<file path="src/hw/rtl/sfe_pkg.sv">
// Shared types and constants for the stereo-to-mono feedback echo.
// No dependencies; imported by every module of the block except sfe_queue.
`timescale 1ns / 1ps

package sfe_pkg;

  localparam int SAMPLE_W   = 16;
  localparam int DELAY_W    = 18;
  localparam int GAIN_W     = 9;
  localparam int CFG_DATA_W = 18;

  localparam logic [GAIN_W-1:0] GAIN_RESET = 9'd102;
  localparam logic [GAIN_W-1:0] GAIN_UNITY = 9'd256;

  // Configuration register indexes
  typedef enum logic [0:0] {
    CFG_DELAY = 1'b0,
    CFG_GAIN  = 1'b1
  } sfe_reg_t;

  typedef struct packed {
    logic                  we;
    sfe_reg_t              index;
    logic [CFG_DATA_W-1:0] data;
  } sfe_cfg_t;

  // Per-word control carried through the queue
  typedef struct packed {
    logic is_left;     // left word: fetch delayed sample; right word: mix and write
    logic fetch_zero;  // fetch must read as zero (before fill or never written)
  } sfe_ctl_t;

endpackage

</file>
<file path="src/hw/rtl/sfe_front.sv">
// Front end: accepts input words, pairs left/right, builds fetch and write requests.
// Depends on sfe_pkg.
`timescale 1ns / 1ps

module sfe_front #(
  parameter int BUFFER_DEPTH = 262144,
  parameter int AW           = $clog2(BUFFER_DEPTH)
) (
  input  logic                                clk,
  input  logic                                rst,
  input  sfe_pkg::sfe_cfg_t                   cfg,
  input  logic                                in_valid,
  output logic                                in_ready,
  input  logic signed [sfe_pkg::SAMPLE_W-1:0] sample,
  input  logic                                q_full,
  output logic                                push,
  output sfe_pkg::sfe_ctl_t                   ctl,
  output logic signed [sfe_pkg::SAMPLE_W-1:0] data,
  output logic [AW-1:0]                       addr
);
  import sfe_pkg::*;

  // delay mod depth by restoring subtraction, one shifted depth per cycle
  localparam int KTOP  = (DELAY_W > AW) ? DELAY_W - AW : 0;
  localparam int STEPS = KTOP + 1;
  localparam int SW    = $clog2(STEPS + 1);
  localparam int CW    = AW + KTOP + 1;
  localparam int IW    = (AW > DELAY_W) ? AW + 1 : DELAY_W + 1;

  logic [DELAY_W-1:0]         delay_samples;
  logic [CW-1:0]              red;
  logic [SW-1:0]              step;
  logic [CW-1:0]              step_const;
  logic                       expect_left;
  logic signed [SAMPLE_W-1:0] held_left;
  logic [AW-1:0]              write_index;
  logic                       filled_once;
  logic                       wrapped;

  logic                       busy;
  logic                       acc;
  logic [AW:0]                ia;
  logic [AW:0]                da;
  logic [AW:0]                fetch;
  logic                       before_fill;
  logic                       unwritten;
  logic signed [SAMPLE_W:0]   sum;
  logic signed [SAMPLE_W:0]   sum_adj;

  assign step_const = CW'(BUFFER_DEPTH) << (step - SW'(1));
  assign busy       = (step != '0);
  assign in_ready   = !busy && !q_full;
  assign acc        = in_valid && in_ready;

  always_ff @(posedge clk) begin
    if (rst) begin
      delay_samples <= '0;
      red           <= '0;
      step          <= '0;
    end else if (cfg.we && cfg.index == CFG_DELAY) begin
      delay_samples <= cfg.data[DELAY_W-1:0];
      red           <= CW'(cfg.data[DELAY_W-1:0]);
      step          <= SW'(STEPS);
    end else if (busy) begin
      if (red >= step_const) begin
        red <= red - step_const;
      end
      step <= step - SW'(1);
    end
  end

  // fetch address: write_index - (delay mod depth), wrapped into the buffer
  always_comb begin
    ia = {1'b0, write_index};
    da = {1'b0, red[AW-1:0]};
    if (ia >= da) begin
      fetch = ia - da;
    end else begin
      fetch = ia + (AW+1)'(BUFFER_DEPTH) - da;
    end
  end

  assign before_fill = (IW'(write_index) < IW'(delay_samples));
  // only [0, write_index) has been written until the first wrap
  assign unwritten   = !wrapped && !(fetch[AW-1:0] < write_index);

  // mono = (left + right) / 2, toward zero
  assign sum     = {held_left[SAMPLE_W-1], held_left} + {sample[SAMPLE_W-1], sample};
  assign sum_adj = sum + (SAMPLE_W+1)'(sum[SAMPLE_W]);

  assign push           = acc;
  assign ctl.is_left    = expect_left;
  assign ctl.fetch_zero = expect_left && ((before_fill && !filled_once) || unwritten);
  assign data           = sum_adj[SAMPLE_W:1];
  assign addr           = expect_left ? fetch[AW-1:0] : write_index;

  always_ff @(posedge clk) begin
    if (rst) begin
      expect_left <= 1'b1;
      write_index <= '0;
      filled_once <= 1'b0;
      wrapped     <= 1'b0;
    end else if (acc) begin
      if (expect_left) begin
        expect_left <= 1'b0;
        if (!before_fill) begin
          filled_once <= 1'b1;
        end
      end else begin
        expect_left <= 1'b1;
        if (write_index == AW'(BUFFER_DEPTH - 1)) begin
          write_index <= '0;
          wrapped     <= 1'b1;
        end else begin
          write_index <= write_index + AW'(1);
        end
      end
    end
  end

  always_ff @(posedge clk) begin
    if (acc && expect_left) begin
      held_left <= sample;
    end
  end

endmodule

</file>
<file path="config.mk">
export PLATFORM = sky130hd
export DESIGN_NAME = sfe_front
export DESIGN_NICKNAME = d
export VERILOG_FILES = /design/src/hw/rtl/sfe_pkg.sv /design/src/hw/rtl/sfe_front.sv
export SDC_FILE = /design/constraint.sdc
export NUM_CORES = 1
export LEC_CHECK = 0
export BUFFER_PORTS_ARGS = -buffer_cell sky130_fd_sc_hd__buf_2
export CAP_MARGIN = 0
export CORE_ASPECT_RATIO = 1.2
export CORE_MARGIN = 2
export CORE_UTILIZATION = 50
export DETAILED_ROUTE_END_ITERATION = 10
export PLACE_DENSITY = 0.79
export SLEW_MARGIN = 20
export SYNTH_ARGS = -nofsm -noshare
export SYNTH_HDL_FRONTEND = slang
export SYNTH_SLANG_ARGS = --single-unit
</file>
<file path="constraint.sdc">
create_clock -name clk -period 8 [get_ports clk]
set_clock_uncertainty 0.2 [all_clocks]
set_input_delay 0 -clock clk [delete_from_list [all_inputs] [get_ports clk]]
set_output_delay 0 -clock clk [all_outputs]
set_load 0.02 [all_outputs]
</file>
== Yosys cells after proc, flatten, opt, wreduce, memory -nomap -nowiden ==
Cells that the tools add are included.

* Add/subtract/negate cells: 8
* Order comparisons: 4
* Eq/ne operators: 1
* Shifts and indexed selects: 1
* Multiplexer cells: 9
* Bitwise gates (word level): 3
* Reduce and logical (&&, ||, !) cells: 21

{| class="wikitable"
|+ Operators with widths
! operator !! number
|-
| $mux W18 || 6
|-
| $add A18 B1 Y18 const B || 2
|-
| $lt A18 B18 Y1 || 2
|-
| $sub A18 B18 Y18 || 2
|-
| $ge A19 B19 Y1 || 1
|-
| $shl A19 B1 Y19 const A || 1
|-
| $sub A19 B19 Y19 || 1
|-
| $eq A18 B18 Y1 const B || 1
|-
| $ge A18 B18 Y1 || 1
|-
| $add A16 B16 Y17 || 1
|-
| $add A17 B1 Y17 || 1
|-
| $logic_and A1 B1 Y1 || 7
|-
| $reduce_and A2 Y1 || 3
|-
| $reduce_and A3 Y1 || 2
|-
| $logic_not A1 Y1 || 5
|-
| $reduce_bool A2 Y1 || 2
|-
| $mux W1 || 3
|-
| $not A1 Y1 || 3
|-
| $reduce_or A2 Y1 || 1
|-
| $logic_or A1 B1 Y1 || 1
|-
| $sub A1 B1 Y1 const B || 1
|}

* Flip-flop bits (word level): 75
* Input bits: 40
* Output and inout bits: 38
* Logic and storage cells: 56

== Longest topological paths before layout ==
* Depth after elaboration: 8
* Mapped depth: 20
* Depth with buffers taken out: 20

== Least setup slack after synthesis ==
OpenSTA, ideal clock, no wires.

* Path kind: reg-to-output
* From: reg write_index[0]
* To: out ctl[0] in the netlist's numbering
* Arrival time: 3,880 ps
* Required time: 7,800 ps
* Path slack: 3,920 ps
* Stages on the path, launching flop included: 21
* Path buffers: 0
* Cell sequence: dfxtp_1 > inv_1 > ha_1 > inv_1 > fa_1 > a21o_1 > a21o_1 > a2111oi_2 > nor2_1 > o21a_1 > o21a_1 > nor2_1 > xnor2_1 > ha_1 > a21o_1 > a21o_1 > a21oi_1 > nor2_1 > a2111oi_0 > o22ai_1 > o31a_1

{| class="wikitable"
|+ RTL lines
! item !! line !! text
|-
| start: declaration || sfe_front.sv:36 || <nowiki>logic [AW-1:0] write_index;</nowiki>
|-
| start signal: assignment || sfe_front.sv:115 || <nowiki>write_index <= write_index + AW'(1);</nowiki>
|-
| end: declaration || sfe_front.sv:17 || <nowiki>output sfe_pkg::sfe_ctl_t ctl,</nowiki>
|}

==> flow_summary.json <==
{
  "htree_levels": 3,
  "yosysWarnings": 0,
  "vias": 5056,
  "synthArstFlopShare": 0,
  "cp.required_ns": 7.80,
  "core_sq_mm": 0.0109,
  "vdd_ir_drop_max_uv": 134,
  "status": "completed",
  "endpoint_kind": "output port",
  "rrSetupSlack_ns": 5.59,
  "cp.arrival_ns": 4.74,
  "grt-ovfl-total": 0,
  "hold_start": "q_full",
  "grt_pass1_wl_mm": 23.2,
  "rr_startpoint": "busy",
  "tightest_slew_ns": 0.656,
  "yosys.cell_types.count": 64,
  "grt_usage": 0.242,
  "clock_tree.root_cell": "clkbuf_16",
  "crit_chain": "inv_1 > ha_1 > inv_1 > fa_1 > a21o_1 > a21o_1 > a2111oi_2 > nor2_1 > o21a_1 > o21a_1 > nor2_1 > xnor2_1 > ha_1 > a21o_1 > a21o_1 > a21oi_1 > nor2_1 > a2111oi_0 > o22ai_1 > o31a_1 > buf_2",
  "slew_violations": 0,
  "wl_per_cell_um": 15.8,
  "syn_area_per_cell_sq_um": 8.74,
  "cts_buffer_depth": 2,
  "fmax_ghz": 0.202,
  "max_cap_viol_count": 0,
  "hp-class": "input pin to flop",
  "cts.clk_slew.worst_paths_ns": 0.06,
  "worstPathMaxFanout": 7,
  "timing.critical_path.mode_cell": "a21o_1",
  "rr_worst_depth": 8,
  "fin_nets": 856,
  "grt_pass1_vias": 5099,
  "yosysSeqAreaShare": 0.298,
  "io_pins": 78,
  "critical_path_class": "flop to output port",
  "placed_area_sq_mm": 0.00603,
  "final-setup-viol-count": 0,
  "cp.depth": 21,
  "finalCritPeriodShare": 0.617,
  "slowest_delay_ns": 0.43,
  "antenna_left": 0,
  "clk_latency_ns": 0.33,
  "n_fill_cell": 915,
  "critPathBufInv": 3,
  "drive_gt1_frac": 0.151,
  "die_y_um": 119,
  "synth_edf_count": 16,
  "drc": 0,
  "synthesis.nets": 744,
  "antenna_found_initial": 0,
  "ys_dominant_reg_cell": "dfxtp_1",
  "p_leak_uw": 0.00285,
  "hold_violations": 0,
  "placementRows": 42,
  "vias_per_cell": 5.75,
  "grt_max_degree": 38,
  "rsz0062_at_grt": "false",
  "ys_seq_elements": 74,
  "final_util": 0.616,
  "dr.first_iter.drc_count": 312,
  "finalSetupTns_ns": 0,
  "io_buffer_count": 77,
  "initial_utilization": 0.507,
  "min_path_cells": 5,
  "die_w_um": 99.9,
  "syn_to_final_growth_pct": 21.5,
  "design_area_sq_mm": 0.00670,
  "num_antenna_cells": 0,
  "cts_tree": "done",
  "power_density_mw_per_mm2": 180,
  "period_needed_ns": 4.94,
  "cpLargestDelayFamily": "compound AO/OA/AOI/OAI gates",
  "place_congestion": 0.953,
  "synth_area_sq_mm": 0.00552,
  "startpoint_type": "flop",
  "dieArea_sq_mm": 0.0119,
  "wl_mm": 13.9,
  "critPathLaunch": "write_index[0]",
  "dr.pass1.iters": 4,
  "cts-buffers-inserted": 9,
  "clkSinkCount": 74,
  "slowest_stage": "a2111oi_2",
  "synth_cells": 631,
  "hpwlAfterDp_mm": 10.5,
  "slew_headroom": 0.559
}
[where the power goes]
part           total (uW)  switching [uW]  leakage [uW]  internal, uW
Combinational         379             222       0.00208           157
Clock                 426             155      0.000150           271
Sequential            402            6.65      0.000621           396
Total                1210             384       0.00285           823
[path summary, 6_finish.rpt]
kind | endpoint
setup / recovery | ctl[0]
setup reg to reg | write_index[17]
hold / removal | write_index[1]
hold reg to reg | delay_samples[10]
[sequential cells by signal (all words and copies together), names as in the netlist]
name           flops
red               18
expect_left        1
held_left         16
write_index       18
busy               1
delay_samples     18
wrapped            1
filled_once        1
[cell usage after synthesis (all sizes together) (3+ instances only)]
master	count	area (sq um)
a2111oi	3	32.5
a211o	3	26.3
a211oi	7	52.6
a21o	20	150
a21oi	30	150
a22o	36	315
a31oi	5	31.3
and2	4	25.0
and3	9	56.3
buf	3	22.5
clkbuf	13	48.8
dfxtp	58	1160
edfxtp	16	480
ha	71	888
inv	64	240
mux2	4	45.0
nand2	37	139
nand2b	6	37.5
nand3	10	50.1
nand4	12	75.1
nor2	53	199
nor2b	5	31.3
nor3	20	105
nor4	4	37.5
o21a	9	67.6
o21ai	30	154
o21bai	3	22.5
o22ai	3	18.8
o311ai	4	35.0
o31ai	4	30.0
xnor2	45	402
xor2	10	87.6
[kinds of logic (layout without fill, tap and decap cells)]
group,count (synthesis),count (layout),synth area share
mux,5,5,0.00998
flops,74,74,0.298
buf+inv,80,197,0.0565
compound gates,174,174,0.228
simple gates,170,170,0.150
fa+ha+maj,73,73,0.168
xor+xnor,55,55,0.0887
[routing by layer]
layer	vias up	part of all wire	track usage
met5	-	0	0
met4	0	0.040	0.124
met3	35	0.048	0.0376
met2	152	0.50	0.422
met1	2365	0.41	0.283
li1	2504	-	-
[tightest hold or removal path: stages]
cell and delay [ns]:
buf_2 0.07, nor2_1 0.05, nand2_1 0.18, o21ai_0 0.11, a21oi_1 0.12
[stage by stage]
step | hold WS (ns) | power, uW | setup slack, ns | std cells
5_1_grt | 0.0834 | 1270 | 2.74 | 880
2_1_floorplan | -0.113 | 670 | 3.92 | 631
6_report | 0.0391 | 1210 | 3.06 | 880
3_3_place_gp | -0.000998 | 759 | 3.59 | 828
4_1_cts | 0.0248 | 1210 | 3.12 | 880
3_5_place_dp | 0.00000616 | 770 | 3.48 | 828
[cells in the final DEF, fill, tap and decap left out, drive strengths merged, types with 3 or more instances in the layout]
master	instances
buf	81
ha	71
inv	64
dfxtp	58
nor2	53
xnor2	45
nand2	37
a22o	36
dlygate4sd3	36
a21oi	30
o21ai	30
a21o	20
nor3	20
edfxtp	16
nand4	12
xor2	10
nand3	10
clkbuf	10
o21a	9
and3	9
a211oi	7
nand2b	6
a31oi	5
nor2b	5
o31ai	4
and2	4
mux2	4
o311ai	4
nor4	4
o22ai	3
a211o	3
o21bai	3
a2111oi	3
clkinv	3
[area by class of cell]
| type | instances | area, sq um | area share |
|---|---|---|---|
| Inverter | 64 | 240 | 0.0359 |
| Tap cell | 132 | 165 | 0.0246 |
| Sequential cell | 74 | 1640 | 0.245 |
| Clock buffer | 10 | 229 | 0.0342 |
| Multi-Input combinational cell | 477 | 3570 | 0.532 |
| Clock inverter | 6 | 81.3 | 0.0121 |
| Timing Repair Buffer | 117 | 776 | 0.116 |
[what timing repair did]
item                      in CTS  in global routing
gates resized for setup        0                  0
hold endpoints to repair      60                  0
hold buffers                  36                  0
setup buffers                  0                  0
(Power assumes the default switching activity.)
