**config.mk**
```make
export PLATFORM = sky130hd
export DESIGN_NAME = sfe_queue
export DESIGN_NICKNAME = d
export VERILOG_FILES = /design/src/hw/rtl/sfe_queue.sv
export SDC_FILE = /design/constraint.sdc
export NUM_CORES = 1
export LEC_CHECK = 0
export BUFFER_PORTS_ARGS = -buffer_cell sky130_fd_sc_hd__buf_2
export CAP_MARGIN = 10
export CELL_PAD_IN_SITES_DETAIL_PLACEMENT = 0
export CELL_PAD_IN_SITES_GLOBAL_PLACEMENT = 1
export CORE_MARGIN = 4
export CORE_UTILIZATION = 35
export DETAILED_ROUTE_END_ITERATION = 12
export GPL_ROUTABILITY_DRIVEN = 0
export PLACE_DENSITY_LB_ADDON = 0.2
export SYNTH_ARGS = -nofsm -noshare
export SYNTH_HDL_FRONTEND = slang
export SYNTH_SLANG_ARGS = --single-unit
```
**constraint.sdc**
```tcl
create_clock -name clk -period 2.17 [get_ports clk]
set_input_delay 0.3255 -clock clk [delete_from_list [all_inputs] [get_ports clk]]
set_output_delay 0.3255 -clock clk [all_outputs]
set_load 0.05 [all_outputs]
```
**src/hw/rtl/sfe_queue.sv**
```systemverilog
// Four-entry FIFO between front and back ends.
// Depends on nothing but the width parameter.
`timescale 1ns / 1ps

module sfe_queue #(
  parameter int W = 36
) (
  input  logic         clk,
  input  logic         rst,
  input  logic         push,
  input  logic [W-1:0] push_data,
  output logic         full,
  input  logic         pop,
  output logic         empty,
  output logic [W-1:0] pop_data
);

  localparam int DEPTH = 4;
  localparam int PW    = $clog2(DEPTH);

  logic [W-1:0]  entries [DEPTH];
  logic [PW-1:0] wr_ptr;
  logic [PW-1:0] rd_ptr;
  logic [PW:0]   count;

  assign full     = (count == (PW+1)'(DEPTH));
  assign empty    = (count == '0);
  assign pop_data = entries[rd_ptr];

  always_ff @(posedge clk) begin
    if (rst) begin
      wr_ptr <= '0;
      rd_ptr <= '0;
      count  <= '0;
    end else begin
      if (push) begin
        wr_ptr <= wr_ptr + PW'(1);
      end
      if (pop) begin
        rd_ptr <= rd_ptr + PW'(1);
      end
      case ({push, pop})
        2'b10:   count <= count + (PW+1)'(1);
        2'b01:   count <= count - (PW+1)'(1);
        default: count <= count;
      endcase
    end
  end

  always_ff @(posedge clk) begin
    if (push) begin
      entries[wr_ptr] <= push_data;
    end
  end

endmodule

```
* Yosys cells after proc, flatten, opt, wreduce, memory -nomap -nowiden *
Memory sizes are Yosys's and may differ from the RTL's. A register that Yosys moved wholly into a read port is not among the register bits.
Index checks and enable logic that the tools add are counted.
Widths: inputs -> output; s select.

word-level totals
  bits in registers = 7
  RAM bits = 144
  bits of input ports = 40
  logic and storage cells = 18
  memories = 1

cells by class
  add/sub/neg operators = 4
  eq/ne operators = 3
  multiplexer cells = 5
  reductions and logical operators = 2

memory list
  name     depth  bits a word  read ports  clocked after Yosys merged registers in  wr ports  RTL line  text
  entries  4      36           1           1                                        1         21        logic [W-1:0] entries [DEPTH];

operators by type and width
  operator             number
  $pmux 3 s2           1
  $add 2x1->2 const B  2
  $mux 2               2
  $add 3x1->3 const B  1
  $eq 3x3->1 const B   1
  $logic_not 3->1      1
  $sub 3x1->3 const B  1
  $eq 2x1->1 const B   1
  $eq 2x2->1 const B   1
  $mux 1               2
  $reduce_bool 2->1    1

* Longest topological paths before layout *
Gate-level depths: netlist of the first run.

  word-level depth = 3
  gate-level depth with buffers = 7

* Worst setup path before layout of the first run *
Ideal clock, no wire load.

  path type = register to register
  start = register wr_ptr[0]
  end = memory entries[2][0], enable pin
  library setup time = 0.397 ns
  arrival time = 1.421 ns
  required time = 1.773 ns
  setup slack = 0.352 ns
  stages on the path, launching flop included = 4
  path through = dfxtp_1 inv_1 ha_1 and2_1

RTL lines
  item                      RTL line  text
  start: declaration        22        logic [PW-1:0] wr_ptr;
  start signal: assignment  37        wr_ptr <= wr_ptr + PW'(1);
  end: declaration          21

Straight into the memory's write port.

==> flow_summary_export.csv, run 1 <==
group,metric,value,unit
outcome,outcome,"finished clean",
placement,place_inst,529,
layout,finish.utilization,43.6,%
sta,setup_viol,0,
layout,instances_no_fill,561,
sta,slew_viol_final,0,
synth,syn_area,0.00568,mm²
sta,fmax,477,MHz
clock_network,cts.sinks,153,
die,ioPinCount,78,
synth,synth-seq-area-share,79.3,%
routing,routed_via_density,4.68,
clock_network,htreeDepth,4,
global_routing,grt_pass1_vias,2831,
layout,area_growth,21.8,%
layout,design_area,0.00692,mm²
critical_path,reg2reg_from,"wr_ptr[0]",
critical_path,crit_path_top_delay_cell,"mux4_1",
routing,drc_errors,0,
die,die_w,135,µm
hold_path,hold_path_class,"input pin to register",
global_routing,grt_max_degree,37,
global_routing,grt-ovfl-total,0,
critical_path,worst-path-buf-inv,2,
placement,place_area,0.00639,mm²
global_routing,antenna_found_initial,0,
routing,vias,2623,
pwr,pwr-share-seq,48.6,%
placement,dp_hpwl,6.50,mm
pwr,vdd_ir_drop_max,0.000580,V
sta,tightestPinTransition,0.386,ns
die,die_y,135,µm
pwr,p_leak,2.37,nW
pwr,swShare,25.6,%
layout,final_nets,379,
routing,dr.pass1.iters,4,
clock_network,cts_root_buf,"clkbuf_16",
layout,drive_gt1_share,43.2,%
routing,ant_nets,0,
hold_path,worstHoldStart,"push_data[27]",
sta,rsz0062_at_grt,"yes",
pwr,p_total,7.04,mW
die,die_area,0.0183,mm²
synth,synth_warnings,0,
clock_network,clk_latency,0.42,ns
global_routing,grt.total_usage,12.4,%
global_routing,grt_first_pass_wirelength,16.4,mm
sta,fin_ws,0.0744,ns
layout,ff_latch_area,0.00451,mm²
clock_network,tritoncts,"built",
die,initial_core_util,35.8,%
sta,tns,0,ns
layout,multiInputGateArea,0.00106,mm²
critical_path,crit_required,1.84,ns
placement,dpl_worst_slack,0.287,ns
pwr,p_clk_share,37.1,%
synth,synthDistinctLibCells,23,
synth,synthCells,235,
routing,wl_per_cell,19.0,µm
synth,ys_ff_latch,153,
clock_network,clk_pin_slew,0.06,ns
placement,io_buffers,77,
sta,fin_worst_skew,0.00381,ns
routing,routed_wl,10.7,mm
clock_network,cts_buffers,17,
run,drv_cap,0,
critical_path,start_kind,"register",
sta,hold_ws,0.122,ns
sta,period_needed,2.10,ns
die,core,0.0159,mm²
critical_path,end_kind,"output port",
critical_path,crit_chain,"buf_12 -> mux4_1 -> buf_4",
routing,drt_iter0_markers,196,
sta,max_slew_margin,74.3,%
critical_path,slowest_delay,0.57,ns
sta,min_period_over_period,96.6,%
layout,diodes,0,
layout,nFillCells,1420,
critical_path,critPathMaxFanout,12,
die,rows,46,
pwr,powerDensity,1020,mW/mm²
pwr,p_int,5.24,mW
pwr,power_frac_comb,14.3,%
synth,synthesis.nets,281,
critical_path,arrival,1.77,ns
pwr,switchingPower,1.81,mW
clock_network,clock_path_buffers,2,
sta,final-hold-violation-count,0,
critical_path,worstSetupPathType,"register to output port",
synth,syn_avg_cell_area,24.2,µm²
critical_path,rrSetupSlack,0.57,ns
critical_path,cpLargestDelayFamily,"multiplexers",
kinds of logic after synthesis:
kind of cell               Yosys count  synth area share [%]
xor gates and xnor gates             5                 0.771
and+or+nand+nor                     16                  1.34
muxes                               37                  14.8
DFF                                153                  79.3
adders and majority gates            6                  1.45
AOI/OAI and AO/OA                    3                 0.264
buffers and inverters               15                  2.07
cells in the mapped netlist, drive strengths merged:
library cell  number  area (µm²)
nor3               1        5.00
fa                 1        20.0
xor2               3        26.3
and2               4        25.0
a21oi              2        10.0
or3                1        6.26
inv                6        22.5
buf                7        86.3
mux4              36         833
o21ai              1        5.00
and3               1        6.26
clkbuf             2        8.75
mux2i              1        10.0
xnor2              2        17.5
dfxtp              9         180
nand2              1        3.75
nor2               8        30.0
ha                 5        62.6
edfxtp           144        4320
registers in the layout, indices dropped and copies added (netlist names), named ones only:
name and cells:
entries 144, rd_ptr 2, wr_ptr 2, count 3
per-layer routing:
metal | part of all wire, % | track usage (%) | up-vias
met2 | 49 | 19.3 | 51
met4 | 1.7 | 5.04 | 0
met1 | 44 | 15.4 | 1378
met5 | 0 | 0 | -
li1 | - | - | 1177
met3 | 5.4 | 5.27 | 17
worst paths after layout:
| kind | cells after the start | to |
|---|---|---|
| setup / recovery | 3 | pop_data[27] |
| hold / removal | 1 | entries[1][27] |
| setup reg to reg | 4 | entries[2][5] |
| hold reg to reg | 2 | count[2] |
cells in the final DEF (no fill, tap or decap), types with 2 or more instances in the layout:
cell type	Yosys	routed
buf_4	0	8
nor2_1	8	8
mux4_2	30	31
a21oi_1	2	2
buf_12	3	5
clkinv_2	0	4
dfxtp_1	9	7
inv_1	6	6
clkinvlp_4	0	2
ha_1	5	5
and2_2	0	4
xnor2_1	2	2
buf_2	3	74
edfxtp_1	144	144
xor2_1	3	3
clkbuf_16	0	17
mux4_1	6	5
clkinv_1	0	6
power by group through the flow:
stage                     clock network, mW  logic (mW)  registers [mW]
after floorplan                           0       0.754            3.47
after global placement                    0        1.01            3.49
after detailed placement                  0        1.01            3.49
after CTS                              2.68        1.02            3.43
after global routing                   2.82        1.07            3.44
final                                  2.61        1.01            3.43
cell type report:
cell class	count	area share, %
Inverter	6	0.325
Clock inverter	13	1.27
Clock buffer	18	6.20
Timing Repair Buffer	88	7.83
Multi-Input combinational cell	67	15.3
Tap cell	216	3.90
Sequential cell	153	65.1
timing repair:
action | in CTS | in global routing
gates resized for setup | 3 | 5
hold endpoints to repair | 0 | 0
buffers inserted | 1 | 0
endpoints found under the setup margin | 32 | 10
hold buffers | 0 | 0
(Power assumes the default switching activity.)
==> run 2: changes to the inputs <==
Settings changed: ABC_AREA from default to 1.
==> run 2 against run 1 <==
Against the previous run: synthesized area is 2.3% higher; highest routed layer is now met5; combinational power is 7% lower; flip-flop and latch count is the same.
==> flow_summary_export.csv, run 2 <==
group,metric,value,unit
outcome,outcome,"finished clean",
layout,regMostFlops,"entries",
routing,vias,3488,
synth,synthSimpleGateAreaFrac,5.79,%
routing,drt_iter0_markers,194,
critical_path,r2r-end,"entries[2][2]",
sta,hold_ws,0.123,ns
synth,syn_avg_cell_area,14.3,µm²
sta,period_needed,2.09,ns
synth,ys_ff_latch,153,
routing,routed_wl,12.3,mm
clock_network,cts_setup_buffers,0,
synth,synth-seq-area-share,77.5,%
clock_network,hold_buffers,0,
layout,top_regs,"entries x144, count x3",
global_routing,grt_first_pass_wirelength,18.8,mm
critical_path,reg2reg_depth,5,
sta,fin_worst_skew,0.0137,ns
critical_path,worstSetupPathType,"register to output port",
routing,drc_errors,0,
layout,drive_gt1_share,25.4,%
synth,synth-compound-area-share,11.0,%
layout,largest_reg_flops,144,
synth,syn_area,0.00581,mm²
synth,synth.top_cell.area_share,74.4,%
die,die_y,137,µm
synth,synthTopCellsByArea,"edfxtp_1, o21ai_1, nor2_1",
routing,routed_via_density,4.82,
critical_path,crit_required,1.84,ns
global_routing,grt_pass1_vias,3491,
pwr,vdd_ir_drop_max,0.000480,V
pwr,p_leak,2.56,nW
synth,yosysMostFrequentCell,"edfxtp_1",
routing,dr.pass1.iters,4,
layout,instances_no_fill,724,
layout,diodes,0,
clock_network,cts_buffers,17,
sta,setup_viol,0,
die,die_area,0.0187,mm²
synth,yosys_most_used_dff,"edfxtp_1",
synth,synth_common_cells,"edfxtp_1, nor2_1, o21ai_1",
hold_path,worstHoldPathCells,1,
synth,synth_fa_ha_area_share,1.42,%
layout,multiInputGateArea,0.00106,mm²
layout,nFillCells,1438,
sta,tns,0,ns
die,initial_core_util,36.2,%
critical_path,end_kind,"output port",
die,core,0.0161,mm²
synth,async_flop_share,0,%
global_routing,grt-ovfl-total,0,
synth,synth_top_family_by_area,"compound AO/OA/AOI/OAI gates",
critical_path,critPathMaxFanout,13,
clock_network,tritoncts,"built",
layout,most-common-layout-cells,"edfxtp_1, nor2_1, buf_2",
placement,io_buffers,77,
routing,wl_per_cell,17.0,µm
hold_path,hold_path_class,"input pin to register",
clock_network,htreeDepth,4,
clock_network,clk_latency,0.41,ns
critical_path,start_kind,"register",
sta,min_period_over_period,96.3,%
clock_network,clk_pin_slew,0.06,ns
synth,yosys.area_share.xor_xnor,0,%
synth,synth_edf_count,144,
die,die_w,137,µm
synth,synthDistinctLibCells,19,
placement,place_inst,691,
synth,synth_warnings,0,
critical_path,arrival,1.76,ns
placement,dp_hpwl,7.19,mm
sta,slew_viol_final,0,
hold_path,worstHoldStart,"push_data[20]",
die,ioPinCount,78,
synth,synthesis.nets,452,
layout,final_common_cell,"edfxtp_1",
sta,tightestPinTransition,0.399,ns
global_routing,antenna_found_initial,2,
sta,fmax,478,MHz
sta,final-hold-violation-count,0,
synth,synthCells,406,
layout,finish.utilization,44.3,%
critical_path,reg2reg_from,"wr_ptr[0]",
routing,ant_nets,0,
critical_path,rrSetupSlack,0.73,ns
layout,final_nets,541,
clock_network,clock_path_buffers,2,
clock_network,cts_root_buf,"clkbuf_16",
die,rows,46,
layout,area_growth,22.3,%
global_routing,grt_max_degree,38,
clock_network,cts.sinks,153,
layout,ff_latch_area,0.00451,mm²
global_routing,grt.total_usage,13.6,%
hold_path,min_delay_worst_endpoint,"entries[2][20]",
run,drv_cap,0,
synth,yosysTopAreaCell,"edfxtp_1",
pwr,powerDensity,1030,mW/mm²
synth,muxShareOfSynthArea,0,%
sta,max_slew_margin,73.4,%
==> run 2: cell types whose count changed in the layout (fill, tap and decap cells not counted), moves of 4 or more <==
cell / delta
nand2_1: +8
o21ai_1: +58
clkbuf_8: +5
and2_2: -4
clkbuf_4: +5
buf_2: -4
inv_1: +6
o22ai_1: +36
clkinv_1: -6
inv_2: +4
o21ai_0: +19
mux4_1: -5
nor2_1: +67
mux4_2: -31
==> run 2: area by class of cell <==
class | count | share of cell area, %
inverters | 18 | 1.20
well taps | 216 | 3.80
repair buffers | 91 | 7.83
clock buffers | 25 | 7.11
clock inverters | 7 | 1.60
multi-input cells | 213 | 14.9
flip-flops and latches | 153 | 63.4
repair inverters | 1 | 0.123
==> run 2: critical path: stages, from the launching register on <==
cell	delay, ns
dfxtp_2	0.47
buf_4	0.26
o21ai_1	0.09
o22ai_1	0.22
buf_2	0.31
==> run 2: cell families (layout without fill, tap and decap cells) <==
kind of cell,Yosys count,in the layout
buffers and inverters,40,142
AO/OA/AOI/OAI,119,119
adder cells (fa/ha/maj),6,6
flip-flops,153,153
AND/OR/NAND/NOR,88,88
==> run 2: worst max-delay path by stage <==
stage          cells past startpoint            to     start
6_report                           4  pop_data[13]  register
5_1_grt                            4   pop_data[6]  register
3_5_place_dp                       4  pop_data[30]  register
3_3_place_gp                       4  pop_data[30]  register
4_1_cts                            4  pop_data[21]  register
2_1_floorplan                      5  pop_data[21]  register
==> run 2: layer usage <==
metal,track usage (%),vias to the layer above,wire length (µm)
li1,-,1691,-
met1,16.6,1705,5260
met2,22.8,70,6140
met3,4.34,18,707
met4,4.82,4,169
met5,0,-,27
==> run 2: what timing repair did <==
action                                  in CTS  in global routing
endpoints found under the setup margin       4                 25
cloned                                       0                  1
resized for setup                            3                 12
pin swaps                                    0                  0
==> run 2: power by group <==
part	internal, mW	total (mW)	switching [mW]
combinational	0.231	0.937	0.706
sequential	3.37	3.41	0.0422
clock	1.96	3.00	1.04
total	5.56	7.35	1.79
==> run 2: metrics by stage <==
stage	instance area, µm²	power, mW	worst slack [ns]
2_1_floorplan	5810	4.13	0.363
3_3_place_gp	6440	4.40	0.423
3_5_place_dp	6440	4.41	0.414
4_1_cts	7070	7.42	0.00844
5_1_grt	7110	7.66	-0.00218
6_report	7110	7.35	0.0799
